<file path="src/hw/rtl/qr_pkg.sv">
// Shared constants and helpers for the quadratic root reflection block.
// No dependencies; imported by qr_sqrt and the top level, and used by the testbench.
`default_nettype none

package qr_pkg;

	localparam int QR_DATA_WIDTH = 32;
	localparam int QR_FRAC_BITS  = 16;

	function automatic int qr_max(input int a, input int b);
		return (a > b) ? a : b;
	endfunction

	// pipelined square root width: even count of radicand bits
	function automatic int qr_sq_width(input int w, input int f);
		int dlen;
		dlen = qr_max(2 * w, w + f + 2) + 1;
		return dlen + (dlen % 2);
	endfunction

endpackage

`default_nettype wire

</file>
<file path="src/hw/rtl/qr_sqrt.sv">
// Pipelined integer square root (floor), one result bit per register stage.
// Depends on qr_pkg for width helpers; sideband data travels with each item.
`default_nettype none

module qr_sqrt #(
	parameter int SQW = 66,
	parameter int SBW = 1
) (
	input  wire logic                 clk,
	input  wire logic                 arst_n,
	input  wire logic                 en,
	input  wire logic                 in_valid,
	input  wire logic [SQW-1:0]       radicand,
	input  wire logic [SBW-1:0]       sb_in,
	output logic                      out_valid,
	output logic [qr_pkg::qr_max(SQW/2, 2)-1:0] root,
	output logic [SBW-1:0]            sb_out
);
	import qr_pkg::*;

	localparam int RTW = qr_max(SQW / 2, 2);
	localparam int NST = SQW / 2;
	localparam int RW  = RTW + 2;

	logic [SQW-1:0] dat_s  [1:NST];
	logic [RW-1:0]  rem_s  [1:NST];
	logic [RTW-1:0] root_s [1:NST];
	logic [SBW-1:0] sb_s   [1:NST];
	logic           vld_s  [1:NST];

	for (genvar k = 0; k < NST; k++) begin : g_st
		logic [SQW-1:0] d_prev;
		logic [RW-1:0]  r_prev;
		logic [RTW-1:0] q_prev;
		logic [SBW-1:0] b_prev;
		logic           v_prev;
		logic [RW+1:0]  cat;
		logic [RW+2:0]  diff;

		if (k == 0) begin : g_in
			assign d_prev = radicand;
			assign r_prev = '0;
			assign q_prev = '0;
			assign b_prev = sb_in;
			assign v_prev = in_valid;
		end else begin : g_mid
			assign d_prev = dat_s[k];
			assign r_prev = rem_s[k];
			assign q_prev = root_s[k];
			assign b_prev = sb_s[k];
			assign v_prev = vld_s[k];
		end

		// trial subtract of 4*root+1 against the remainder with two new bits
		always_comb begin
			cat  = {r_prev, d_prev[SQW-1:SQW-2]};
			diff = {1'b0, cat} - {1'b0, {(RW - RTW){1'b0}}, q_prev, 2'b01};
		end

		always_ff @(posedge clk or negedge arst_n) begin
			if (!arst_n) begin
				vld_s[k+1] <= 1'b0;
			end else if (en) begin
				vld_s[k+1] <= v_prev;
			end
		end

		always_ff @(posedge clk) begin
			if (en) begin
				dat_s[k+1] <= d_prev << 2;
				sb_s[k+1]  <= b_prev;
				if (!diff[RW+2]) begin
					rem_s[k+1]  <= diff[RW-1:0];
					root_s[k+1] <= {q_prev[RTW-2:0], 1'b1};
				end else begin
					rem_s[k+1]  <= cat[RW-1:0];
					root_s[k+1] <= {q_prev[RTW-2:0], 1'b0};
				end
			end
		end
	end

	assign out_valid = vld_s[NST];
	assign root      = root_s[NST];
	assign sb_out    = sb_s[NST];

endmodule

`default_nettype wire

</file>
<file path="config.mk">
export PLATFORM = sky130hd
export DESIGN_NAME = qr_sqrt
export DESIGN_NICKNAME = d
export VERILOG_FILES = /design/src/hw/rtl/qr_pkg.sv /design/src/hw/rtl/qr_sqrt.sv
export SDC_FILE = /design/constraint.sdc
export NUM_CORES = 2
export LEC_CHECK = 0
export BUFFER_PORTS_ARGS = -buffer_cell sky130_fd_sc_hd__buf_2
export CAP_MARGIN = 20
export CORE_ASPECT_RATIO = 1.25
export CORE_MARGIN = 10
export CORE_UTILIZATION = 54
export DETAILED_ROUTE_END_ITERATION = 10
export PLACE_DENSITY = 0.83
export REMOVE_ABC_BUFFERS = 1
export SLEW_MARGIN = 20
export SYNTH_ARGS = -nofsm -noshare
export SYNTH_HDL_FRONTEND = slang
export SYNTH_MEMORY_MAX_BITS = 65536
export SYNTH_SLANG_ARGS = --single-unit
</file>
<file path="constraint.sdc">
create_clock -name clk -period 3.4 [get_ports clk]
set_input_delay 0.34 -clock clk [delete_from_list [all_inputs] [get_ports clk]]
set_output_delay 0.34 -clock clk [all_outputs]
set_load 0.01 [all_outputs]
</file>
; ---- Word level (Yosys, flattened, before mapping)
; Memory sizes are Yosys's and may differ from the RTL's.
; Cells that the tools add are included.
[totals]
mem_bits_rw = 4389
ff_bits = 33
mem_count = 4
word_cells = 402
inputBits = 71
out_inout_bits = 35
[classes]
n_bitwise = 66
n_mux = 266
addsub = 33
[mem_list]
columns = memory, depth, word_bits, read_ports, rd_clocked_by_memory_dff, write_ports, line_no
row1 = dat_s, 33, 64, 32, 0, 33, qr_sqrt.sv:25  ; logic [SQW-1:0] dat_s [1:NST];
row2 = rem_s, 33, 35, 32, 0, 33, qr_sqrt.sv:26  ; logic [RW-1:0] rem_s [1:NST];
row3 = root_s, 33, 33, 33, 0, 33, qr_sqrt.sv:27  ; logic [RTW-1:0] root_s [1:NST];
row4 = sb_s, 33, 1, 33, 0, 33, qr_sqrt.sv:28  ; logic [SBW-1:0] sb_s [1:NST];
[ops]
columns = op, n
row1 = 37-bit by 35-bit subtractor with 38-bit output, 32
row2 = 35-bit two-way mux, 33
row3 = 33-bit two-way mux, 33
row4 = 1-bit two-way mux, 200
row5 = 1-bit OR, 66
row6 = "2-bit by 1-bit subtractor with 3-bit output, second input constant", 1

; ---- Logic depth before layout (Yosys ltp)
; An unclocked memory read counts as a cell.
[depth]
depth_word = 6
mapped_depth = 16
depth_no_buf = 14

; ---- Least setup slack after synthesis
; OpenSTA, ideal clock, no wires.
[synth_timing]
kind = input to register
start = input en
end = register, netlist name rem_s[3][175]
setup_time_ps = 444
t_arrival_ps = 3338
slack_ps = -382
required_time_ps = 2956
stages = 6
path_buffers = 6
path_cell_list = clkbuf_1 -> clkbuf_1 -> clkbuf_1 -> clkbuf_1 -> clkbuf_1 -> clkbuf_1
[synth_rtl]
columns = item, line_no
row1 = "start, declared", qr_sqrt.sv:11  ; input wire logic en,

==> metrics.txt <==
status=complete, but fails checks; failing checks=setup timing; clk slew on worst S/H paths=0.06 ns; met3 Resource Use GR=0.02855; fmax=264.3 MHz; CTS max path bufs=4; worst-skew pair later-pin latency=0.87 ns; Net Sw Frac=0.2779; Power Total=96.66 mW; share of the synthesized area in the top cell type=0.6505; chip height=558.8 µm; met2 Use GR=0.3868; highest ir drop seen on vdd=0.5608 mV; Area contributors post-synth=edfxtp_1, ha_1, xor2_1; Post-Syn Area per Cell=13.10 µm²; core area=230700 µm²; Hold Path Sink=dat_s[2][105]$_DFFE_PP_; Avg WL per Cell=19.21 µm; most common cell after layout, fill and taps aside=edfxtp_1; Worst Hold Launch=en; final setup fails=66; pwr dens=645.9 nW/µm²; crit start category=register; share of async-settable or async-resettable flops after synthesis=0.01200; part of the cycle the worst path needs=1.113; Tightest Hold Check Type=input port to register; Root Driver=clkbuf_16; Initial Util=0.5436; relative slew slack=0.3186; sequential share of power=0.469; CTS sink count=2750; Global Route met1 Usage=0.2094; nets=11.36k; Final Hold Viols=0; crit path kind=register to register; die extent in x=451.1 µm; grt peak-use layer=met2; Worst Hold Depth=2; synthesized area=125400 µm²; DRT Wirelength=269500 µm; proportion of layout cells with a drive suffix above 1=0.1838; Final Util=0.6486; fin cells=14.03k; CP max FO=3; DRC=0; grt total ovfl=0; Pleak=57.87 nW; Fin Clk Skew=0.05375 ns; vias in the first global route=81.24k; Synth Register Bits=2750; sequential share of the synthesized area=0.6571; top_reg_cell synth=edfxtp_1; largest net degree at the start of global routing=198; initial antenna violation count=3; Syn Inst Count=9577; Reg2Reg Setup Slack=-0.38 ns; reg-to-reg critical path endpoint=rem_s[3][33]$_DFFE_PP_; GP Congestion=0.9670; Sw Pwr=26.86 mW; H-tree Lvls=5; Synth Warn #=0; Clock power frac=0.316; Total GRT Usage=0.2010; Worst R2R Start=rem_s[2][246]$_DFFE_PP_; CTS tree=built; drt initial violations=6533; hold_ws=0.08804 ns; Worst Path Required=4.00 ns; largest area contributor in the netlist=edfxtp_1; total CTS buffers=283; fin crit period=3.783 ns; IO buf count=105; first-pass GRT wire length=415200 µm; First-pass DRT Iterations=6; combinational power share=0.215; commonest non-fill, non-tap cells in the layout=edfxtp_1, buf_4, nand2_1; Reg2Reg Depth=13; final setup margin=-0.3833 ns; die area=252100 µm²; via count=79.84k; RSZ-0062 raised after global routing=yes; final slew viol count=0; MaxCap Viol Count=0; post-DR vias/cell=5.691; Int Pwr=69.79 mW; crit path DAT=4.38 ns; Routed Antenna Nets=0; floorplan row count=197; post-DP HPWL=179100 µm; Worst-Margin Slew=1.022 ns; IO Pins=106; number of synthesized flops with an enable pin=2717; Synth cell types=94; capturing element type of the critical path=register; placed insts=13.31k; Area Growth Syn to Fin=19.31%
-- worst max-delay path by stage --
stage / from / end / slack [ns] / cells after the start
3_5_place_dp: rem_s[2][246]$_DFFE_PP_ / rem_s[3][4]$_DFFE_PP_ / -0.60 / 10
4_1_cts: root_s[2][232]$_DFFE_PP_ / rem_s[3][29]$_DFFE_PP_ / -0.34 / 13
5_1_grt: rem_s[2][246]$_DFFE_PP_ / rem_s[3][33]$_DFFE_PP_ / -0.49 / 13
2_1_floorplan: rem_s[3][211]$_DFFE_PP_ / rem_s[3][262]$_DFFE_PP_ / -2.38 / 10
6_report: rem_s[2][246]$_DFFE_PP_ / rem_s[3][33]$_DFFE_PP_ / -0.38 / 13
3_3_place_gp: rem_s[2][246]$_DFFE_PP_ / rem_s[3][29]$_DFFE_PP_ / -0.61 / 12
-- per-layer routing --
metal,vias to the layer above,share of wire
li1,37540,-
met1,38720,0.35
met2,2660,0.54
met3,914,0.047
met4,2,0.057
met5,-,0.000045
-- repair_timing --
| action | 4_1_cts | 5_1_grt |
|---|---|---|
| setup buffers | 70 | 75 |
| endpoints found under the hold margin | 102 | 0 |
| pin swaps | 98 | 205 |
| hold buffers | 70 | 0 |
| resized for setup | 241 | 454 |
| endpoints found under the setup margin | 500 | 634 |
| cloned | 6 | 8 |
-- kinds of logic after synthesis --
family,count (synthesis),share of synthesized area
XOR/XNOR,879,0.06138
buffers and inverters,969,0.02923
AND/OR/NAND/NOR,2460,0.09691
adder cells (fa/ha/maj),566,0.05647
multiplexers,73,0.006455
flip-flops,2750,0.6571
AO/OA/AOI/OAI,1880,0.09245
-- worst max-delay path: stages (launching register included) --
cell and delay (ns):
edfxtp_1 0.44, ha_4 0.29, o211ai_1 0.15, a21oi_2 0.12, or4b_4 0.56, a311o_2 0.45
a2111o_1 0.46, a32oi_2 0.22, buf_4 0.15, a21o_1 0.15, nand3_2 0.10, buf_6 0.15
nor4_4 0.21, xor2_1 0.09
-- flip-flops by register name, summed over array words and instances, names as in the netlist --
name,cells
rem_s,1067
dat_s,1056
root_s,561
sb_s,33
g_st.v_prev,32
out_valid,1
-- power by group through the flow --
stage               Clock, mW  Sequential, mW  Combinational (mW)
floorplan                   0            44.8                12.9
global placement            0            45.7                17.9
detailed placement          0            45.8                18.6
CTS                      31.1            45.2                19.5
global route             32.5            45.7                22.8
finish                   30.5            45.3                20.8
-- stage by stage --
step           TNS [ns]  cell area (µm²)  setup WS, ns
2_1_floorplan   -437.03           124600        -2.378
3_3_place_gp     -52.92           135100       -0.6136
3_5_place_dp     -74.43           135100       -0.5961
4_1_cts          -9.751           146700       -0.3449
5_1_grt          -22.91           149600       -0.4859
6_report         -10.02           149600       -0.3833
-- Yosys cell counts (31+ instances only) --
| cell type | number |
|---|---|
| a21oi_1 | 456 |
| clkbuf_1 | 185 |
| a21o_1 | 223 |
| ha_1 | 566 |
| or3_1 | 121 |
| o21bai_1 | 48 |
| a31oi_1 | 60 |
| nand3_1 | 126 |
| inv_1 | 744 |
| o21ai_0 | 346 |
| o31ai_1 | 65 |
| xor2_1 | 473 |
| and2_1 | 37 |
| nor2b_1 | 81 |
| o21a_1 | 106 |
| xnor2_1 | 406 |
| dfrtp_1 | 33 |
| o211ai_1 | 31 |
| a211oi_1 | 53 |
| nand2_1 | 783 |
| nand4_1 | 53 |
| or2_2 | 35 |
| o21ai_1 | 293 |
| nor4_1 | 100 |
| nor2_1 | 468 |
| mux2_2 | 51 |
| edfxtp_1 | 2717 |
| nor3_1 | 256 |
| and3_1 | 52 |
| nand2b_1 | 147 |
| or4_1 | 68 |
-- layout make-up --
type | count | area [µm²]
antenna | 9 | 22.52
clock buffer | 345 | 7517
clock inverter | 154 | 1510
fill | 15610 | 81070
inverter | 758 | 2850
multi-input combinational | 5858 | 42590
sequential | 2750 | 82410
tap | 3084 | 3859
timing repair buffer | 1070 | 8875
No activity file was read; power rests on OpenSTA's default activity.
